**config.mk**
```make
export PLATFORM = sky130hd
export DESIGN_NAME = dtt_cell
export DESIGN_NICKNAME = d
export VERILOG_FILES = /design/src/rtl/dtt_pkg.sv /design/src/rtl/dtt_cell.sv
export SDC_FILE = /design/constraint.sdc
export NUM_CORES = 1
export LEC_CHECK = 0
export ABC_CLOCK_PERIOD_IN_PS = 5100
export BUFFER_PORTS_ARGS = -buffer_cell sky130_fd_sc_hd__buf_4
export CAP_MARGIN = 40
export CORE_AREA = 2 2 151 153
export DETAILED_ROUTE_END_ITERATION = 8
export DIE_AREA = 0 0 153 155
export PLACE_DENSITY = 0.59
export SYNTH_ARGS = -nofsm -noshare
export SYNTH_HDL_FRONTEND = slang
export SYNTH_SLANG_ARGS = --single-unit
```
**constraint.sdc**
```tcl
create_clock -name clk -period 5.1 [get_ports clk]
set_clock_uncertainty 0.15 [all_clocks]
set_input_delay 0.255 -clock clk [delete_from_list [all_inputs] [get_ports clk]]
set_output_delay 0.255 -clock clk [all_outputs]
set_load 0.05 [all_outputs]
```
**src/rtl/dtt_pkg.sv**
```systemverilog
// Shared types and constants of the deadline timer table.
package dtt_pkg;

	localparam int DEPTH     = 16;
	localparam int DL_W      = 48;
	localparam int DELAY_W   = 16;
	localparam int KEY_W     = 16;
	localparam int ARG_W     = 32;
	localparam int STAT_W    = 3;
	localparam int RCNT_W    = 5;
	localparam int CNT_W     = $clog2(DEPTH + 1);
	localparam int CS_W      = 14;
	localparam int PROD_W    = DELAY_W + CS_W;

	localparam logic [CS_W-1:0] US_PER_CS = CS_W'(10000);

	localparam logic [1:0] ACT_SCHED  = 2'd0;
	localparam logic [1:0] ACT_REMOVE = 2'd1;
	localparam logic [1:0] ACT_RUN    = 2'd2;

	localparam logic [STAT_W-1:0] STAT_SCHEDULED = 3'd0;
	localparam logic [STAT_W-1:0] STAT_FULL      = 3'd1;
	localparam logic [STAT_W-1:0] STAT_REMOVED   = 3'd2;
	localparam logic [STAT_W-1:0] STAT_FIRED     = 3'd3;
	localparam logic [STAT_W-1:0] STAT_EMPTY     = 3'd4;
	localparam logic [STAT_W-1:0] STAT_NONE_DUE  = 3'd5;

	typedef struct packed {
		logic             valid;
		logic [DL_W-1:0]  deadline;
		logic [KEY_W-1:0] key;
		logic [ARG_W-1:0] arg;
	} entry_t;

	typedef struct packed {
		logic insert;
		logic delete;
		logic run_mode;
	} cell_ctl_t;

	typedef struct packed {
		logic [STAT_W-1:0] status;
		logic [KEY_W-1:0]  fired_key;
		logic [ARG_W-1:0]  fired_arg;
		logic [RCNT_W-1:0] removed_count;
		logic              last;
	} rsp_t;

endpackage

```
**src/rtl/dtt_cell.sv**
```systemverilog
// One timer slot of the chain: holds an entry, shifts right on insert, left on delete.
module dtt_cell (
	input  logic               clk,
	input  logic               arst_n,
	input  dtt_pkg::cell_ctl_t ctl,
	input  logic [dtt_pkg::DL_W-1:0]  now,
	input  logic [dtt_pkg::KEY_W-1:0] match_key,
	input  logic [dtt_pkg::ARG_W-1:0] match_arg,
	input  dtt_pkg::entry_t    prev_ent,
	input  dtt_pkg::entry_t    next_ent,
	input  logic               hole_in,
	output dtt_pkg::entry_t    ent,
	output logic               hole_out,
	output logic               first_hit
);
	import dtt_pkg::*;

	logic             valid_q;
	logic [DL_W-1:0]  deadline_q;
	logic [KEY_W-1:0] key_q;
	logic [ARG_W-1:0] arg_q;
	logic             match;
	logic             due;
	logic             hit;
	logic             take_next;

	assign match     = valid_q && key_q == match_key && arg_q == match_arg;
	assign due       = valid_q && deadline_q < now;
	assign hit       = ctl.run_mode ? due : match;
	assign first_hit = hit && !hole_in;
	assign hole_out  = hole_in || hit;
	// every cell at or past the first hit pulls from its right neighbor
	assign take_next = ctl.delete && hole_out;

	always_ff @(posedge clk or negedge arst_n) begin
		if (!arst_n) begin
			valid_q <= 1'b0;
		end else if (ctl.insert) begin
			valid_q <= prev_ent.valid;
		end else if (take_next) begin
			valid_q <= next_ent.valid;
		end
	end

	always_ff @(posedge clk) begin
		if (ctl.insert) begin
			deadline_q <= prev_ent.deadline;
			key_q      <= prev_ent.key;
			arg_q      <= prev_ent.arg;
		end else if (take_next) begin
			deadline_q <= next_ent.deadline;
			key_q      <= next_ent.key;
			arg_q      <= next_ent.arg;
		end
	end

	assign ent = '{valid: valid_q, deadline: deadline_q, key: key_q, arg: arg_q};

endmodule

```
==> flow_summary.json, run 1 <==
{
  "outcome": "finished, final reports clean",
  "antenna_cells": 0,
  "hold_viol": 0,
  "synth-xor-area-share_pct": 5.99,
  "dieArea_um2": 23700,
  "yosysSeqAreaShare_pct": 49.7,
  "rows": 55,
  "coreArea_um2": 22200,
  "critPathTopFamily": "compound AO/OA/AOI/OAI gates",
  "start_util_pct": 26.3,
  "synth-simple-area-share_pct": 5.90,
  "slowest_delay_ns": 0.51,
  "p_leak_nw": 4.39,
  "crit_path_end_kind": "flip-flop",
  "avgRoutedWirePerCell_um": 17.6,
  "drtIter0Drc": 113,
  "synthCells": 459,
  "clock-sinks": 97,
  "final_max_slew_viol_count": 0,
  "grt_pass1_vias": 5367,
  "period_share_pct": 72.7,
  "synthMuxAreaShare_pct": 18.5,
  "drc_errors": 0,
  "worstPathArrival_ns": 3.57,
  "nNetsFinal": 1198,
  "peakVddDrop_mv": 0.143,
  "ys_seq_elements": 97,
  "grt_start_max_net_pins": 56,
  "clockBufferDepth": 2,
  "ant_nets": 0,
  "die_x_um": 153,
  "cts_buffers": 9,
  "crit_type": "reg -> reg",
  "fin_ws_ns": 1.39,
  "cap_violations": 0,
  "cts_setup_buffers": 0,
  "die_y_um": 155,
  "synth_fa_ha_area_share_pct": 10.1,
  "hold_path.class": "in -> reg",
  "relSlewSlack_pct": 50.5,
  "area_growth_pct": 62.1,
  "place_congestion": 0.772,
  "crit_chain": "ha_1 -> a21oi_1 -> o21ai_0 -> a2111oi_0 -> o221ai_1 -> a31oi_1 -> a31oi_1 -> nand2b_4 -> buf_12",
  "rsz0062_at_grt": "no",
  "ctsResizeCount": 0,
  "max_freq_ghz": 0.270,
  "tightest_slew_ns": 0.742,
  "synthArstFlopShare_pct": 1.03,
  "cts_tree": "yes",
  "tns_ns": 0,
  "vias": 5024,
  "critPathMostFrequentCell": "a31oi_1",
  "clk_latency_ns": 0.34,
  "cts.clk_slew.worst_paths_ns": 0.07,
  "yosysUniqueCellTypes": 40,
  "synth_compound_area_share_pct": 5.50,
  "grt_antenna_before_repair": 0,
  "wl_um": 20100,
  "synth_ff_type": "edfxtp_1",
  "vias_per_cell": 4.39,
  "worst-path-max-fanout": 55,
  "yosys_warnings": 0,
  "htreeDepth": 3,
  "root_buffer": "clkbuf_16",
  "powerDensity_nw_per_um2": 274,
  "crit_buf_inv": 1,
  "overflow": 0,
  "period_needed_ns": 3.71,
  "numPortBuffers": 394,
  "drive_gt1_share_pct": 59.2,
  "netlist_area_um2": 5850,
  "setup-violations-final": 0,
  "startpoint_type": "flip-flop",
  "post-dp-hpwl_um": 16900,
  "layout_common_cells": "buf_4, mux2_2, edfxtp_1",
  "synth_edf_count": 96,
  "cp_slowest_cell": "a2111oi_0",
  "grtUsageTotal_pct": 16.4,
  "final_common_cell": "buf_4",
  "grt_pass1_wl_um": 29700,
  "synth_top_family_by_area": "multiplexers",
  "drt_first_pass_iters": 4,
  "io_pins": 395,
  "synth_nets": 802,
  "dp_slack_ns": 1.37,
  "avgSynthCellArea_um2": 12.7,
  "cp.required_ns": 4.96
}
[synth_stat cells, drive strengths merged (5+ instances only)]
master | instances | share of area (%)
xor2 | 16 | 2.4
nor2 | 9 | 0.58
nand4 | 16 | 1.7
nor4 | 5 | 0.53
edfxtp | 96 | 49
xnor2 | 24 | 3.6
nand2 | 11 | 0.71
a21oi | 17 | 1.5
clkbuf | 10 | 0.64
o21ai | 5 | 0.43
nand2b | 10 | 1.1
mux2 | 96 | 18
inv | 55 | 3.5
ha | 47 | 10
[metrics by stage]
step	std cells	hold slack (ns)	util [%]	area (µm²)	total power, mW
3_3_place_gp	1128	-0.111	41.2	9150	1.87
2_1_floorplan	459	-0.191	-	5850	1.51
4_1_cts	1145	0.0382	42.7	9480	2.64
5_1_grt	1145	0.0441	42.7	9480	2.72
3_5_place_dp	1128	-0.111	41.2	9150	1.87
6_report	1145	0.0453	42.7	9480	2.60
[tightest hold or removal path: cells and delay by family]
family          cells  cell delay [ns]
simple gates        1             0.04
compound gates      1             0.10
buf+inv             1             0.08
[registers in the layout, summed over array words and instances, names as in the netlist]
register / count
deadline_q: 48
valid_q: 1
arg_q: 32
key_q: 16
[report_power, final]
group | switching [mW] | internal [mW] | total [mW]
Sequential | 0.0496 | 0.970 | 1.02
Clock | 0.314 | 0.435 | 0.749
Combinational | 0.462 | 0.365 | 0.827
Total | 0.826 | 1.77 | 2.60
[final cells by class]
cell class | instances | area [µm²]
multi-input combinational | 295 | 2690
clock buffer | 9 | 225
inverter | 55 | 206
clock inverter | 7 | 98.8
timing repair buffer | 397 | 3000
tap | 285 | 357
sequential | 97 | 2910
fill | 2169 | 12700
[per-layer routing]
layer | vias up | share of wire, % | global-route usage, % | wire [µm]
li1 | 2492 | - | - | -
met1 | 2301 | 39 | 18.9 | 7920
met2 | 214 | 52 | 29.7 | 10400
met3 | 17 | 7.5 | 4.74 | 1500
met4 | 0 | 1.4 | 4.50 | 280
met5 | - | 0 | 0 | 0
[kinds of logic after synthesis]
kind of cell    Yosys count
mux                      96
simple gates             64
flops                    97
buf+inv                  67
compound gates           48
fa+ha+maj                47
xor+xnor                 40
[path summary, 6_finish.rpt]
| check | cells after the start | to | slack, ns | start |
|---|---|---|---|---|
| max | 9 | key_q[4]$_DFFE_PP_ | 1.39 | deadline_q[15]$_DFFE_PP_ |
| min | 3 | valid_q$_DFFE_PN0P_ | 0.05 | prev_ent[96] |
| max reg2reg | 9 | key_q[4]$_DFFE_PP_ | 1.39 | deadline_q[15]$_DFFE_PP_ |
| min reg2reg | 3 | valid_q$_DFFE_PN0P_ | 0.67 | valid_q$_DFFE_PN0P_ |
| max in group asynchronous | 2 | valid_q$_DFFE_PN0P_ | 4.61 | arst_n |
| min in group asynchronous | 2 | valid_q$_DFFE_PN0P_ | 0.11 | arst_n |
[repair_timing]
| action | in CTS | in global routing |
|---|---|---|
| hold buffers | 1 | 0 |
| endpoints found under the hold margin | 1 | 0 |
| endpoints found under the setup margin | 0 | 0 |
(Power assumes the default switching activity.)
==> run 2, diff against run 1 <==
- ABC_AREA: unset -> 1
- ABC_CLOCK_PERIOD_IN_PS: 5100 -> 3460
- CORE_AREA: 2 2 151 153 -> 2 2 155 157
- DIE_AREA: 0 0 153 155 -> 0 0 157 159
- clock period: 5.1 -> 3.46 ns (I/O delays scaled with it)
==> run 2 against run 1 <==
Net effect: hold slack worse by 0.039 ns; non-clock buffer count up 193; combinational power up 78%; routed wire length up 19%; fmax up 41%; largest power group unchanged; design area up 24%; critical path type unchanged; global-route usage up 2.2 points.
==> flow_summary.json, run 2 <==
{
  "outcome": "finished, final reports clean",
  "grt_pass1_wl_um": 36300,
  "yosysUniqueCellTypes": 23,
  "dieArea_um2": 25000,
  "sw_frac_of_total_pct": 33.6,
  "yosys_warnings": 0,
  "grt_pass1_vias": 7429,
  "cp_slowest_cell": "buf_4",
  "cap_violations": 0,
  "slowest_delay_ns": 0.44,
  "clk_latency_ns": 0.35,
  "grt_antenna_before_repair": 0,
  "post-dp-hpwl_um": 18000,
  "numPortBuffers": 394,
  "critPathTopFamily": "simple AND/OR/NAND/NOR gates",
  "period_share_pct": 76.1,
  "worst-path-max-fanout": 39,
  "drive_gt1_share_pct": 29.9,
  "ant_nets": 0,
  "timing.hold.ws_ns": 0.00634,
  "crit_type": "reg -> reg",
  "max_freq_ghz": 0.380,
  "final_cells": 1735,
  "synth_ff_type": "edfxtp_1",
  "largest_reg_flops": 48,
  "pwr-share-seq_pct": 37.5,
  "avgRoutedWirePerCell_um": 13.8,
  "yosysTopAreaCell": "edfxtp_1",
  "top_register": "deadline_q",
  "tns_ns": 0,
  "peakVddDrop_mv": 0.190,
  "cp.required_ns": 3.29,
  "htreeDepth": 3,
  "grtUsageTotal_pct": 18.6,
  "yosys.area.top_type_share_pct": 46.0,
  "relSlewSlack_pct": 61.9,
  "hold_path.class": "in -> async",
  "nNetsFinal": 1755,
  "synth_edf_count": 96,
  "synthCells": 833,
  "startpoint_type": "flip-flop",
  "grt_start_max_net_pins": 69,
  "yosys-top-cells-count": "nand2_1, inv_1, edfxtp_1, nor2_1, ha_1",
  "drtIter0Drc": 298,
  "dp_slack_ns": 0.793,
  "cts_buffers": 9,
  "register_area_um2": 2910,
  "ys_top_cells_by_area": "edfxtp_1, nand2_1, ha_1",
  "rsz0062_at_grt": "no",
  "cts_setup_buffers": 0,
  "multiInputGateArea_um2": 2860,
  "setup-violations-final": 0,
  "worstPathArrival_ns": 2.47,
  "synthArstFlopShare_pct": 1.03,
  "cts.clk_slew.worst_paths_ns": 0.07,
  "coreArea_um2": 23200,
  "place_congestion": 0.809,
  "final_common_cell": "nand2_1",
  "nFillCells": 2164,
  "fin_ws_ns": 0.827,
  "crit_path_end_kind": "flip-flop",
  "crit_buf_inv": 2,
  "largest_registers": "deadline_q (48), arg_q (32), key_q (16)",
  "crit_chain": "ha_1 -> nand4_1 -> clkinv_1 -> nand2_1 -> nand2_1 -> nand2_1 -> nand2_1 -> a21oi_1 -> nand2_2 -> nand3_2 -> nand2_2 -> nand2_4 -> buf_4",
  "rows": 56,
  "comb_power_share_pct": 36.8,
  "powerDensity_nw_per_um2": 339,
  "placedCellCount": 1530,
  "root_buffer": "clkbuf_16",
  "synth_nets": 1176,
  "critPathMostFrequentCell": "nand2_1",
  "overflow": 0,
  "ys_seq_elements": 97,
  "power_switching_mw": 1.34,
  "synth.most_common_cell": "nand2_1",
  "die_y_um": 159,
  "layout_common_cells": "nand2_1, buf_4, dlygate4sd3_1",
  "cp.depth": 13,
  "vias": 7240,
  "hold_viol": 0,
  "die_x_um": 157,
  "p_leak_nw": 6.32,
  "yosysSeqAreaShare_pct": 46.4,
  "ctsResizeCount": 0,
  "netlist_area_um2": 6270,
  "final_max_slew_viol_count": 0,
  "wl_um": 23900,
  "pwr-share-clk_pct": 25.6,
  "drc_errors": 0,
  "ctsHoldBuffers": 190,
  "cts_tree": "yes",
  "period_needed_ns": 2.63,
  "rr_worst_depth": 13,
  "clock-sinks": 97,
  "vias_per_cell": 4.17,
  "start_util_pct": 27.0,
  "tightest_slew_ns": 0.572,
  "antenna_cells": 0,
  "area_growth_pct": 88.3,
  "clockBufferDepth": 2,
  "drt_first_pass_iters": 4,
  "fin_util_pct": 50.9,
  "p_int_mw": 2.66,
  "avgSynthCellArea_um2": 7.53,
  "io_pins": 395
}
==> run 2: changes by cell type in the layout (fill, tap and decap cells not counted), sizes merged, moves of 14 or more <==
cell         change
nand2          +408
dlygate4sd3    +189
nand4           -14
mux2            -96
inv             +49
xnor2           -24
nor2            +70
==> run 2: area by class of cell <==
| type | instances | share of cell area (%) |
|---|---|---|
| flip-flops and latches | 97 | 24.6 |
| multi-input cells | 604 | 24.2 |
| well taps | 319 | 3.38 |
| clock inverters | 5 | 0.487 |
| clock buffers | 10 | 1.94 |
| repair buffers | 590 | 41.8 |
| inverters | 110 | 3.51 |
==> run 2: path summary, 6_finish.rpt <==
path / start / end / slack [ns]
hold reg to reg: valid_q$_DFFE_PN0P_ / valid_q$_DFFE_PN0P_ / 0.55
setup reg to reg: deadline_q[39]$_DFFE_PP_ / arg_q[22]$_DFFE_PP_ / 0.83
setup / recovery: deadline_q[39]$_DFFE_PP_ / arg_q[22]$_DFFE_PP_ / 0.83
max in group asynchronous: arst_n / valid_q$_DFFE_PN0P_ / 3.07
hold / removal: arst_n / valid_q$_DFFE_PN0P_ / 0.006
min in group clk: prev_ent[22] / arg_q[22]$_DFFE_PP_ / 0.01
==> run 2: power groups by stage <==
stage          registers (mW)  clock network, mW  logic (mW)
6_report                 1.50               1.03        1.47
5_1_grt                  1.52               1.09        1.59
4_1_cts                  1.50               1.05        1.48
3_5_place_dp             1.53                  0        1.27
3_3_place_gp             1.52                  0        1.26
2_1_floorplan            1.88                  0       0.355
==> run 2: per-layer routing <==
metal / GRT usage (%) / routed length, µm / vias to the layer above
met5: 0 / 0 / -
met4: 7.51 / 694 / 0
met3: 4.11 / 1670 / 44
met2: 35.8 / 12400 / 269
met1: 19.1 / 9140 / 3207
li1: - / - / 3720
==> run 2: stage by stage <==
| step | instance area [µm²] | power, mW |
|---|---|---|
| after floorplan | 6270 | 2.23 |
| after CTS | 11800 | 4.04 |
| after detailed placement | 9620 | 2.80 |
| final | 11800 | 4.00 |
| after global routing | 11800 | 4.20 |
| after global placement | 9590 | 2.78 |
==> run 2: logic make-up (layout without fill, tap and decap cells) <==
kind of cell / after synthesis / in the layout / synth area share (%)
fa+ha+maj: 47 / 47 / 9.38
flops: 97 / 97 / 46.4
compound gates: 25 / 25 / 2.12
xor+xnor: 19 / 19 / 2.65
simple gates: 513 / 513 / 31.4
buf+inv: 132 / 715 / 8.04
==> run 3, diff against run 2 <==
- ABC_CLOCK_PERIOD_IN_PS: 3460 -> 2400
- PLACE_DENSITY: 0.59 -> 0.61
- clock period: 3.46 -> 2.4 ns (I/O delays scaled with it)
==> run 3 against run 2 <==
Net effect: the run now ends with negative setup slack left; flip-flop and latch count stayed put; first-iteration DRC count decreased by 21%; sequential share of layout area shrank 0.78 points; via count is 2.9% higher; count of clock-buffer cells in the layout down 1; clock power grew 53%; critical path type unchanged; highest routed layer unchanged.
==> flow_summary.json, run 3 (synthesis results as in run 2) <==
{
  "area_growth_pct": 94.5,
  "fin_area_um2": 12200,
  "placedCellCount": 1540,
  "drive_gt1_share_pct": 31.4,
  "crit_path_end_kind": "flip-flop",
  "reg2reg_slack_ns": -0.08,
  "worst-path-max-fanout": 8,
  "largest_registers": "deadline_q (48), arg_q (32), key_q (16)",
  "outcome": "finished, violations left",
  "grt_pass1_wl_um": 36800,
  "rsz0062_at_grt": "yes",
  "r2r-end": "deadline_q[19]$_DFFE_PP_",
  "htreeDepth": 3,
  "crit_path_end": "deadline_q[19]$_DFFE_PP_",
  "vias_per_cell": 4.24,
  "numPortBuffers": 394,
  "final_cells": 1756,
  "hold_viol": 0,
  "clockBufferDepth": 2,
  "final_common_cell": "nand2_1",
  "rr_worst_depth": 11,
  "dieArea_um2": 25000,
  "largest_reg_flops": 48,
  "dr_wl_met3_um": 1890,
  "timing.hold.ws_ns": 0.0278,
  "dr.max_layer_used": "met4",
  "layout_common_cells": "nand2_1, buf_4, dlygate4sd3_1",
  "post-dp-hpwl_um": 18600,
  "root_buffer": "clkbuf_16",
  "startpoint_type": "flip-flop",
  "post_dp_cell_area_um2": 9770,
  "fin_ws_ns": -0.0795,
  "cts_buffers": 9,
  "cap_violations": 0,
  "coreArea_um2": 23200,
  "die_y_um": 159,
  "tns_ns": -6.54,
  "ant_nets": 0,
  "die_x_um": 157,
  "dp_slack_ns": -0.141,
  "vias": 7452,
  "p_leak_nw": 6.50,
  "io_pins": 395,
  "hold_path.class": "in -> reg",
  "nNetsFinal": 1776,
  "drc_errors": 0,
  "grtUsageTotal_pct": 18.9,
  "failed_checks": "negative setup slack",
  "wl_um": 24700,
  "worstPathArrival_ns": 2.44,
  "met2_length_um": 12600,
  "clk_latency_ns": 0.35,
  "final_max_slew_viol_count": 0,
  "clock-sinks": 97,
  "antenna_cells": 0,
  "cts.clk_slew.worst_paths_ns": 0.07,
  "top_register": "deadline_q",
  "period_needed_ns": 2.48,
  "powerDensity_nw_per_um2": 490,
  "drt_first_pass_iters": 5,
  "peakVddDrop_mv": 0.260,
  "avgRoutedWirePerCell_um": 14.0,
  "r2r-start": "deadline_q[47]$_DFFE_PP_",
  "relSlewSlack_pct": 65.3,
  "setup-violations-final": 99,
  "grt_start_max_net_pins": 55,
  "start_util_pct": 27.0,
  "max_freq_ghz": 0.403,
  "overflow": 0,
  "cp.required_ns": 2.36,
  "drt-met1-wl_um": 9130,
  "grt_antenna_before_repair": 0,
  "place_congestion": 0.838,
  "cts_tree": "yes",
  "period_share_pct": 103,
  "grt_pass1_vias": 7678,
  "rows": 56,
  "drtIter0Drc": 234,
  "crit_path_start": "deadline_q[47]$_DFFE_PP_",
  "tightest_slew_ns": 0.520,
  "crit_type": "reg -> reg"
}
## run 3: layer usage
| metal | vias up | track usage (%) |
|---|---|---|
| met1 | 3290 | 18.9 |
| met2 | 326 | 35.7 |
| met5 | - | 0 |
| met4 | 0 | 9.72 |
| li1 | 3764 | - |
| met3 | 72 | 4.55 |
## run 3: worst max-delay path: stages (launching register included)
cell       delay (ns)
edfxtp_1         0.39
ha_1             0.31
nand2_1          0.09
nor2_2           0.14
nand2_1          0.10
nor3_1           0.29
a21oi_2          0.10
nand2_2          0.11
nand3_4          0.11
nand2_8          0.12
nand2_8          0.11
clkbuf_16        0.22
## run 3: area by class of cell
cell class	count	area, µm²
Timing Repair Buffer	610	5220
Tap cell	319	399
Fill cell	2144	11000
Clock buffer	9	225
Sequential cell	97	2910
Inverter	110	414
Clock inverter	6	91.3
Multi-Input combinational cell	605	2940
## run 3: per-stage QoR
stage / util (%) / total power [mW]
3_5_place_dp: 42.1 / 4.08
4_1_cts: 52.1 / 5.99
2_1_floorplan: - / 3.22
6_report: 52.6 / 5.97
3_3_place_gp: 42.1 / 4.05
5_1_grt: 52.6 / 6.28
## run 3: worst min path at each step
stage,depth (start not counted),startpoint,slack [ns],endpoint
2_1_floorplan,0,arst_n,-0.33,valid_q$_DFFE_PN0P_
3_3_place_gp,1,arst_n,-0.25,valid_q$_DFFE_PN0P_
3_5_place_dp,1,arst_n,-0.25,valid_q$_DFFE_PN0P_
4_1_cts,5,next_ent[96],0.02,valid_q$_DFFE_PN0P_
5_1_grt,3,next_ent[95],0.01,deadline_q[47]$_DFFE_PP_
6_report,3,prev_ent[95],0.03,deadline_q[47]$_DFFE_PP_
## run 3: report_power, final
group	total, mW	internal (mW)	switching, mW
logic	2.23	1.04	1.19
registers	2.17	2.06	0.111
clock network	1.58	0.917	0.664
## run 3: what timing repair did
item	4_1_cts	5_1_grt
gates cloned	1	4
hold endpoints to repair	96	0
setup buffers	3	1
pin swaps	2	1
setup endpoints to repair	99	99
hold buffers	192	0
gates resized for setup	7	5
